## src/design/assert_macros.svh

```systemverilog
// Assertion helpers for the RTL; included by the top-level file.
`ifndef ASSERT_MACROS_SVH
`define ASSERT_MACROS_SVH

`ifndef SYNTHESIS
// Property checked on every rising edge outside reset.
`define VPCL_ASSERT(label, clk, rst_n, prop, msg) \
    label: assert property (@(posedge clk) disable iff (!rst_n) (prop)) else $error(msg);
// Antecedent implies consequent in the same cycle.
`define VPCL_ASSERT_IMPLY(label, clk, rst_n, ante, cons, msg) \
    label: assert property (@(posedge clk) disable iff (!rst_n) (ante) |-> (cons)) \
        else $error(msg);
`else
`define VPCL_ASSERT(label, clk, rst_n, prop, msg)
`define VPCL_ASSERT_IMPLY(label, clk, rst_n, ante, cons, msg)
`endif

`endif

```

## src/design/vpcl_pkg.sv

```systemverilog
`timescale 1ns / 1ps

package vpcl_pkg;

    // Field widths and default table depth
    localparam int MAX_CODE_BITS      = 16;
    localparam int TABLE_ENTRIES_DEF  = 256;
    localparam int LEN_W              = 5;
    localparam int VALUE_W            = 32;
    localparam int SLOT_W             = 8;
    localparam int GS_W               = 9;
    localparam int CFG_DATA_W         = 9;

    // Request modes
    localparam logic [1:0] MODE_DECODE     = 2'd0;
    localparam logic [1:0] MODE_LOAD_ENTRY = 2'd1;
    localparam logic [1:0] MODE_LOAD_GROUP = 2'd2;

    // Result status codes
    localparam logic [1:0] ST_OK      = 2'd0;
    localparam logic [1:0] ST_SHORT   = 2'd1;
    localparam logic [1:0] ST_MISSING = 2'd2;

    // Configuration register indexes
    localparam logic CFG_MAX_LEN     = 1'b0;
    localparam logic CFG_ENTRY_TOTAL = 1'b1;

    // One code table entry
    typedef struct packed {
        logic [MAX_CODE_BITS-1:0] code;
        logic [LEN_W-1:0]         len;
        logic [VALUE_W-1:0]       value;
    } t_entry;

    // Controls broadcast to the length cells
    typedef struct packed {
        logic capture;   // decode request accepted: latch window bit, seed token
        logic advance;   // move the token to the next length
        logic gs_write;  // group start load request accepted
    } t_cell_ctrl;

endpackage

```

## src/design/vpcl_cell.sv

```systemverilog
`timescale 1ns / 1ps

module vpcl_cell #(
    parameter int INDEX = 0
) (
    input  logic                                i_clk,
    input  logic                                i_rst_n,
    input  vpcl_pkg::t_cell_ctrl                i_ctrl,
    input  logic [vpcl_pkg::SLOT_W-1:0]         i_slot,
    input  logic [vpcl_pkg::GS_W-1:0]           i_group_start,
    input  logic                                i_bit,
    input  logic [vpcl_pkg::MAX_CODE_BITS-1:0]  i_prefix,
    input  logic                                i_tok,
    output logic [vpcl_pkg::MAX_CODE_BITS-1:0]  o_prefix,
    output logic                                o_tok,
    output logic [vpcl_pkg::GS_W-1:0]           o_sel_start,
    output logic [vpcl_pkg::MAX_CODE_BITS-1:0]  o_sel_prefix
);
    import vpcl_pkg::*;

    logic [GS_W-1:0] r_start;
    logic            r_bit;
    logic            r_tok;

    // Group start for this code length (length = INDEX + 1)
    always_ff @(posedge i_clk) begin
        if (i_ctrl.gs_write && (i_slot == SLOT_W'(INDEX))) begin
            r_start <= i_group_start;
        end
    end

    // Window bit at this position, latched per decode
    always_ff @(posedge i_clk) begin
        if (i_ctrl.capture) begin
            r_bit <= i_bit;
        end
    end

    // Length token: seeded in the first cell, handed right on advance
    always_ff @(posedge i_clk) begin
        if (!i_rst_n) begin
            r_tok <= 1'b0;
        end else if (i_ctrl.capture) begin
            r_tok <= (INDEX == 0);
        end else if (i_ctrl.advance) begin
            r_tok <= i_tok;
        end
    end

    // Leading INDEX+1 window bits, right aligned
    assign o_prefix     = {i_prefix[MAX_CODE_BITS-2:0], r_bit};
    assign o_tok        = r_tok;
    assign o_sel_start  = r_tok ? r_start : '0;
    assign o_sel_prefix = r_tok ? o_prefix : '0;

endmodule

```

## config.mk

```make
export PLATFORM = sky130hd
export DESIGN_NAME = vpcl_cell
export DESIGN_NICKNAME = d
export VERILOG_FILES = /design/src/design/assert_macros.svh /design/src/design/vpcl_pkg.sv /design/src/design/vpcl_cell.sv
export SDC_FILE = /design/constraint.sdc
export NUM_CORES = 1
export LEC_CHECK = 0
export BUFFER_PORTS_ARGS = -buffer_cell sky130_fd_sc_hd__buf_2
export CORE_AREA = 2 2 49 51
export CTS_CLUSTER_DIAMETER = 100
export CTS_CLUSTER_SIZE = 20
export DETAILED_ROUTE_END_ITERATION = 16
export DIE_AREA = 0 0 51 53
export PLACE_DENSITY = 0.84
export SYNTH_ARGS = -nofsm -noshare
export SYNTH_HDL_FRONTEND = slang
export SYNTH_SLANG_ARGS = --single-unit
```

## constraint.sdc

```tcl
create_clock -name i_clk -period 1.4 [get_ports i_clk]
set_input_delay 0.07 -clock i_clk [delete_from_list [all_inputs] [get_ports i_clk]]
set_output_delay 0.07 -clock i_clk [all_outputs]
set_load 0.01 [all_outputs]
```

==> out/summary.txt <==
GRT Util Overall -> 14.8%
worst hold stages -> 1
post-route clock period utilization -> 85.0%
Cell Pwr Density -> 733 nW/µm²
clk slew on worst S/H paths -> 70 ps
family with the most delay on the worst path -> flip-flops
Root Driver -> clkbuf_4
Post-Synthesis Cells -> 59
Overflow after GRT -> 0
worst relative slew slack -> 71.5%
final setup violation count -> 0
layout cell share with drive strength beyond 1 -> 66.7%
Worst Path Required -> 1330 ps
Final Hold Viols -> 0
WL/cell -> 12.2 µm
DR iter-0 viols -> 5
Reg2Reg Depth -> 2
worst hold path type -> in -> reg
drt via density -> 4.12
antenna violations before repair -> 0
Yosys reg bits -> 11
global-route wire length before repair -> 2.82 mm
Avg Cell Area, Syn -> 11.1 µm²
final core utilization -> 50.6%
crit end category -> primary output
sequential element share of the synthesized area -> 49.0%
Post-Syn Nets -> 99
Residual DRC -> 0
ANT cells -> 0
post-DP HPWL -> 1.38 mm
Yosys cell types -> 11
Yosys top cell by area -> edfxtp_1
RSZ-0062 raised after global routing -> false
Final Wtd Congestion -> 0.706
CP Launch Type -> register
reg-to-reg endpoint -> o_tok
die width -> 51 µm
core area -> 2150 µm²
Total Die Area -> 2700 µm²
post-synth top area share -> 46.0%
Synth Warn # -> 0
worst-skew pair later-pin latency -> 260 ps
Synth area leaders -> edfxtp_1, and2_1, buf_4, and2_2, dfxtp_1
row count -> 17
area growth from synthesis to layout -> 66.3%
critical path fanouts, max -> 27
critical path's slowest cell -> dfxtp_2
CTS Buf Count -> 3
Fin Clk Skew -> 0 ps
CP Buf/Inv Count -> 1
fin. max-slew vios -> 0
Maximum Capacitance Violations -> 0
Fillers -> 184
Fin Setup TNS -> 0 ps
vias in the first global route -> 632
max frequency -> 840 MHz
leakage -> 0.585 nW
flop-to-flop setup slack -> 390 ps
final WL -> 1.99 mm
Sink Count -> 11
reg2reg start -> o_tok
Post-layout nets -> 176
Post-Place Worst Slack -> 139 ps
Initial Util -> 30.4%
Setup CP Type -> reg -> out
crit path cell chain -> and2_2, buf_2
WHS -> 21.8 ps
sequential cell area -> 322 µm²
Worst Tran Pin Value -> 426 ps
I/O Pins -> 82
Port Buffer Count -> 80
Mapped Area -> 653 µm²
Max Root-Sink Buffers -> 2
status -> completed
antenna-violating nets left -> 0
die height -> 53 µm
multi-input logic area -> 203 µm²
Hold Startpoint -> i_ctrl[2]
routed vias -> 671
worst vdd ir -> 660 µV
arrival time worst endpoint -> 1120 ps
clock period minus worst slack -> 1190 ps
Worst Hold End -> r_bit
Worst Slack Setup Final -> 210 ps
CTS tree -> built
DR pass1 iterations -> 4
H-tree levels -> 1
Largest stage delay, worst path -> 520 ps
largest net degree at the start of global routing -> 28
==> cell usage after synthesis <==
library cell and n:
and2_1 20, buf_4 16, edfxtp_1 10, and2_2 5, clkbuf_2 2, and4b_1 1
dfxtp_1 1, mux2_2 1, nor3_1 1, nor4_1 1, o21a_1 1
==> worst max-delay path by stage <==
stage / startpoint / to / slack, ps / depth (start not counted)
6_report: o_tok / o_sel_start[0] / 210 / 2
4_1_cts: o_tok / o_sel_start[0] / 200 / 2
3_3_place_gp: i_slot[2] / r_start[8] / 220 / 3
5_1_grt: o_tok / o_sel_start[0] / 110 / 2
2_1_floorplan: i_slot[2] / r_start[0] / 370 / 2
3_5_place_dp: i_slot[2] / r_start[0] / 140 / 3
==> cell type report <==
type / count / area share (%)
clock buffer: 4 / 2.42
multi-input combinational: 30 / 18.7
sequential: 11 / 29.6
tap: 28 / 3.23
timing repair buffer: 90 / 46.1
==> flip-flops by register name (all words and copies together), names as in the netlist <==
| name | cells |
|---|---|
| r_start | 9 |
| o_tok | 1 |
| r_bit | 1 |
==> through the flow <==
stage / instance area (µm²) / instances / power, W
finish: 1090 / 163 / 0.000796
global route: 1090 / 163 / 0.000838
CTS: 1090 / 163 / 0.000790
detailed placement: 958 / 149 / 0.000565
global placement: 958 / 149 / 0.000559
floorplan: 653 / 59 / 0.000484
==> cell families (layout without fill, tap and decap cells) <==
group,count (synthesis),count (layout),synth area share [%]
AND/OR/NAND/NOR,28,28,28.2
AO/OA/AOI/OAI,1,1,1.15
flip-flops,11,11,49.0
buffers and inverters,18,94,19.9
multiplexers,1,1,1.72
==> report_power, final <==
group          internal, W  switching, W
Clock             0.000110      0.000104
Sequential        0.000363     0.0000115
Combinational     0.000119     0.0000881
==> worst register-to-register path: stages, from the launching register on <==
cell and delay (ps):
dfxtp_2 420, mux2_2 300, o21a_1 170
==> placed cells by master, fill, tap and decap left out <==
cell and instances:
clkbuf_4 3, mux2_2 1, and2_1 20, clkbuf_1 1
nor4_1 1, and4b_1 1, dfxtp_2 1, o21a_1 1
dlygate4sd3_1 10, buf_2 80, nor3_1 1, edfxtp_1 10
and2_2 5
==> repair_timing <==
action / in CTS / in global routing
setup endpoints to repair: 6 / 0
hold buffers: 10 / 0
endpoints found under the hold margin: 10 / 0
buffers inserted: 0 / 0
resized for setup: 1 / 0
==> layer usage <==
metal | track usage [%] | up-vias | wire, µm
met5 | 0 | - | 0
met4 | 8.11 | 0 | 9
met3 | 5.65 | 2 | 274
met2 | 28.4 | 57 | 1060
met1 | 13.2 | 283 | 649
li1 | - | 329 | -
No activity file was read; power rests on OpenSTA's default activity.
